$ cat src/hw/rtl/mips_pkg.sv
// ============================================================================
// MIPS integer execute package
// Shared opcode and function codes, result types and the reset address.
// ============================================================================
package mips_pkg;

    localparam logic [31:0] RESET_ADDR_DEFAULT = 32'hBFC0_0000;

    // Primary opcodes.
    localparam logic [5:0] OP_SPECIAL = 6'h00;
    localparam logic [5:0] OP_REGIMM  = 6'h01;
    localparam logic [5:0] OP_J       = 6'h02;
    localparam logic [5:0] OP_JAL     = 6'h03;
    localparam logic [5:0] OP_BEQ     = 6'h04;
    localparam logic [5:0] OP_BNE     = 6'h05;
    localparam logic [5:0] OP_BLEZ    = 6'h06;
    localparam logic [5:0] OP_BGTZ    = 6'h07;
    localparam logic [5:0] OP_ADDI    = 6'h08;
    localparam logic [5:0] OP_ADDIU   = 6'h09;
    localparam logic [5:0] OP_ANDI    = 6'h0C;
    localparam logic [5:0] OP_ORI     = 6'h0D;
    localparam logic [5:0] OP_XORI    = 6'h0E;
    localparam logic [5:0] OP_LUI     = 6'h0F;
    localparam logic [5:0] OP_BEQL    = 6'h14;
    localparam logic [5:0] OP_BNEL    = 6'h15;
    localparam logic [5:0] OP_BLEZL   = 6'h16;
    localparam logic [5:0] OP_BGTZL   = 6'h17;
    localparam logic [5:0] OP_SPECIAL2 = 6'h1C;

    // SPECIAL function codes.
    localparam logic [5:0] FN_SLL   = 6'h00;
    localparam logic [5:0] FN_JR    = 6'h08;
    localparam logic [5:0] FN_MOVZ  = 6'h0A;
    localparam logic [5:0] FN_MOVN  = 6'h0B;
    localparam logic [5:0] FN_MFHI  = 6'h10;
    localparam logic [5:0] FN_MFLO  = 6'h12;
    localparam logic [5:0] FN_MULT  = 6'h18;
    localparam logic [5:0] FN_MULTU = 6'h19;
    localparam logic [5:0] FN_ADD   = 6'h20;
    localparam logic [5:0] FN_ADDU  = 6'h21;
    localparam logic [5:0] FN_AND   = 6'h24;
    localparam logic [5:0] FN_OR    = 6'h25;
    localparam logic [5:0] FN_XOR   = 6'h26;
    localparam logic [5:0] FN_NOR   = 6'h27;
    localparam logic [5:0] FN_SLTU  = 6'h2B;
    localparam logic [5:0] FN2_MUL  = 6'h02;

    localparam logic [4:0] LINK_REG = 5'd31;

    // Packed result item, first field highest.
    typedef struct packed {
        logic        unsupported;
        logic        nullified;
        logic [31:0] next_address;
        logic [31:0] reg_value;
        logic [4:0]  reg_index;
        logic        reg_write;
        logic [31:0] instr_address;
    } t_result;

    // Architectural update produced by the execute logic.
    typedef struct packed {
        logic        rf_we;
        logic [4:0]  rf_idx;
        logic [31:0] rf_val;
        logic        hilo_we;
        logic [31:0] hi_val;
        logic [31:0] lo_val;
        logic        state_we;
        logic        br_pending;
        logic [31:0] br_target;
        logic        cancel;
        logic [31:0] next_pc;
    } t_update;

endpackage

$ cat src/hw/rtl/mips_regfile.sv
// ============================================================================
// MIPS register file
// 31 general registers in flip-flops with two read ports; register 0 reads
// zero. Reset clears every entry.
// ============================================================================
module mips_regfile
    import mips_pkg::*;
(
    input  logic        i_clk,
    input  logic        i_rst_n,
    input  logic [4:0]  i_rs,
    input  logic [4:0]  i_rt,
    output logic [31:0] o_vs,
    output logic [31:0] o_vt,
    input  logic        i_we,
    input  logic [4:0]  i_wa,
    input  logic [31:0] i_wd
);
    logic [31:0] r_regs [32];

    // Write port; entry 0 is never written.
    always_ff @(posedge i_clk) begin
        if (!i_rst_n) begin
            for (int i = 0; i < 32; i++) r_regs[i] <= '0;
        end else if (i_we && i_wa != 5'd0) begin
            r_regs[i_wa] <= i_wd;
        end
    end

    // Read ports.
    assign o_vs = (i_rs == 5'd0) ? 32'd0 : r_regs[i_rs];
    assign o_vt = (i_rt == 5'd0) ? 32'd0 : r_regs[i_rt];
endmodule

$ cat config.mk
export PLATFORM = sky130hd
export DESIGN_NAME = mips_regfile
export DESIGN_NICKNAME = d
export VERILOG_FILES = /design/src/hw/rtl/mips_pkg.sv /design/src/hw/rtl/mips_regfile.sv
export SDC_FILE = /design/constraint.sdc
export NUM_CORES = 2
export LEC_CHECK = 0
export ABC_CLOCK_PERIOD_IN_PS = 5750
export BUFFER_PORTS_ARGS = -buffer_cell sky130_fd_sc_hd__clkbuf_2
export CAP_MARGIN = 5
export CORE_AREA = 8 8 378 380
export CTS_CLUSTER_SIZE = 30
export DETAILED_ROUTE_END_ITERATION = 7
export DIE_AREA = 0 0 386 388
export GPL_TIMING_DRIVEN = 0
export PLACE_DENSITY = 0.52
export SYNTH_ARGS = -nofsm -noshare
export SYNTH_HDL_FRONTEND = slang
export SYNTH_SLANG_ARGS = --single-unit
$ cat constraint.sdc
create_clock -name i_clk -period 5.75 [get_ports i_clk]
set_input_delay 1.15 -clock i_clk [delete_from_list [all_inputs] [get_ports i_clk]]
set_output_delay 1.15 -clock i_clk [all_outputs]
set_load 0.005 [all_outputs]
==> results.py <==
metrics = {
    "status": {
        "status": "finished with violations",
        "failed_checks": "setup timing",
    },
    "floorplanning": {
        "core_sq_um": 137000,
        "die_area_sq_um": 150000,
        "die_w_um": 386,
        "io_pins": 114,
        "row_count": 136,
        "initial_utilization": 0.397,
        "die_h_um": 388,
    },
    "timing": {
        "final.setup.worst_slack_ns": -0.256,
        "worst_pin_slew_ns": 1.42,
        "hold_viol_final": 0,
        "grt_setup_unrepaired": "no",
        "fin_crit_sh": 1.04,
        "slew_violations": 0,
        "fmax_mhz": 167,
        "setup_viol": 13,
        "min_period_ns": 6.01,
        "slew_headroom": 0.0560,
    },
    "yosys": {
        "yosysTopAreaCellShare": 0.567,
        "yosysSeqAreaShare": 0.567,
        "ys_types": 41,
        "synthTopCellsByArea": "edfxtp_1 (57%), mux4_2 (20%), and2_1 (11%)",
        "synth_cells": 3509,
        "synth_area_leader_cell": "edfxtp_1",
        "async_flop_share": 0,
        "synthTopCellsByCount": "edfxtp_1 (1024), and2_1 (996), mux4_2 (470)",
        "ys.flop_type": "edfxtp_1",
        "syn_avg_cell_area_sq_um": 15.4,
        "yosysMostFrequentCell": "edfxtp_1",
        "synth-edff-count": 1024,
        "synth_warnings": 0,
        "ys_ff_latch": 1024,
        "synth_area_sq_um": 54200,
    },
    "finish": {
        "final_layout_size_suffix_gt1_frac": 0.253,
        "reg_top3": "r_regs (1024)",
        "design_area_sq_um": 62600,
        "max_flop_register": "r_regs",
        "syn_to_final_growth_pct": 15.5,
        "final_nets": 3877,
        "largest_reg_flops": 1024,
    },
    "clocking": {
        "path_clk_slew_ns": 0.06,
        "h-tree-depth": 3,
        "cts_tree": "yes",
        "holdBufCountCts": 0,
        "clockRootBuffer": "clkbuf_16",
        "clock-sinks": 1024,
        "clockBufferDepth": 3,
        "numCtsBuffers": 121,
    },
    "critical_path": {
        "cp.arrival_ns": 4.86,
        "worstPathBufferInverterCount": 6,
        "worstPathCellList": "buf_2, buf_2, buf_4, nand3b_1, buf_4, clkbuf_2, o22ai_1, a2111oi_1, nor3_1, clkbuf_2",
        "max_stage_delay_ns": 0.84,
        "cp_max_fo": 10,
        "endpoint_kind": "output pin",
        "start_kind": "input port",
        "required_ns": 4.60,
        "path_delay_family": "buffers and inverters",
        "cp_slowest_cell": "nor3_1",
        "critical_path_class": "input port to output pin",
    },
    "detailed_routing": {
        "first_pass_iters": 5,
        "drtIter0Drc": 5236,
        "met3_length_um": 25100,
        "highest_layer": "met5",
        "vias_per_cell": 6.33,
        "ant_nets": 0,
        "wire_per_inst_um": 40.1,
        "wl_met1_um": 89800,
        "route.met2.wl_um": 101000,
        "num_vias": 36300,
        "drc": 0,
        "routed_wl_um": 230000,
    },
    "power_and_ir_drop": {
        "leakage_uw": 0.0215,
        "p_per_area_nw_per_um2": 300,
        "ir_worst_vdd_mv": 0.252,
    },
    "global_routing": {
        "track_usage": 0.300,
        "grt_pass1_wl_um": 306000,
        "grt_pass1_vias": 35800,
        "antenna_found_initial": 9,
        "grt.overflow.total": 0,
        "grt_max_degree": 22,
    },
    "min_path": {
        "hp-class": "input port to flop",
        "whs_path_depth": 2,
        "hold_end": "r_regs[5][26]$_SDFFCE_PN0P_",
        "hold_start": "i_wd[26]",
    },
    "place": {
        "io_buffer_count": 107,
        "place_area_sq_um": 58800,
        "routabilityCongestion": 0.943,
        "dpl_worst_slack_ns": -0.759,
        "hpwl_um": 164000,
    },
    "job": {
        "cap_violations": 0,
    },
}
## power by group
part           total, uW  switching (uW)  internal (uW)
combinational       2550            1550            997
clock               7390            3250           4140
sequential          8850             221           8630
total              18800            5020          13800
## worst max-delay path by stage
| stage | endpoint | start | slack (ns) | depth (start not counted) |
|---|---|---|---|---|
| floorplan | r_regs[24][0]$_SDFFCE_PN0P_ | i_rst_n | 1.06 | 5 |
| global placement | r_regs[10][28]$_SDFFCE_PN0P_ | i_wa[0] | -3.09 | 4 |
| detailed placement | o_vt[13] | i_rt[2] | -0.76 | 9 |
| CTS | o_vt[20] | i_rt[2] | 0.002 | 8 |
| global route | o_vt[28] | i_rt[2] | 0.008 | 10 |
| finish | o_vt[12] | i_rt[2] | -0.26 | 10 |
## cell families after synthesis
family	Yosys count	synth area share
AND/OR/NAND/NOR	1149	0.130
other	1	0.0000692
buffers and inverters	390	0.0333
AO/OA/AOI/OAI	291	0.0396
multiplexers	654	0.230
flip-flops	1024	0.567
## cell usage in the layout (no fill, tap or decap), types with 7 or more instances in the layout
master,n
a211oi_1,33
a22oi_1,18
buf_12,12
nor3_1,49
clkbuf_16,125
buf_4,41
a2111oi_1,19
nor2_1,36
buf_6,20
buf_16,40
a2111oi_0,10
nor2b_1,15
clkbuf_1,283
nand2_1,9
clkinv_2,22
edfxtp_1,1024
buf_2,48
and2_1,995
conb_1,32
a22o_1,51
a21oi_1,10
mux4_2,470
o22ai_1,79
mux2_2,30
diode_2,8
nor4_1,7
clkinv_1,36
o221ai_1,27
o21ai_4,31
mux2i_1,154
clkbuf_2,122
## final cells by class
type,count,area (sq um)
Clock inverter,70,450
Buffer,386,1820
Tap cell,1794,2240
Timing Repair Buffer,166,1960
Antenna cell,8,20.0
Inverter,2,7.51
Fill cell,12100,74000
Multi-Input combinational cell,2126,22200
Sequential cell,1024,30700
Clock buffer,149,3220
## stage by stage
stage          power [uW]  setup TNS (ns)  instances  hold slack [ns]  utilization
2_1_floorplan       10200               0       3540             1.35            -
3_3_place_gp        11400        -2465.46       5441             1.50        0.418
3_5_place_dp        11500          -10.08       5495             1.50        0.430
4_1_cts             18700               0       5715            0.714        0.458
5_1_grt             19100               0       5718            0.746        0.458
6_report            18800           -1.53       5725            0.754        0.458
## repair_timing
action	4_1_cts	5_1_grt
setup buffers	3	0
pin swaps	0	0
gates resized for setup	22	12
endpoints found under the setup margin	27	11
## metal layers
metal,vias up,track usage
li1,14300,-
met1,19000,0.402
met2,2399,0.446
met3,515,0.0835
met4,4,0.150
met5,-,0
(Power assumes the default switching activity.)
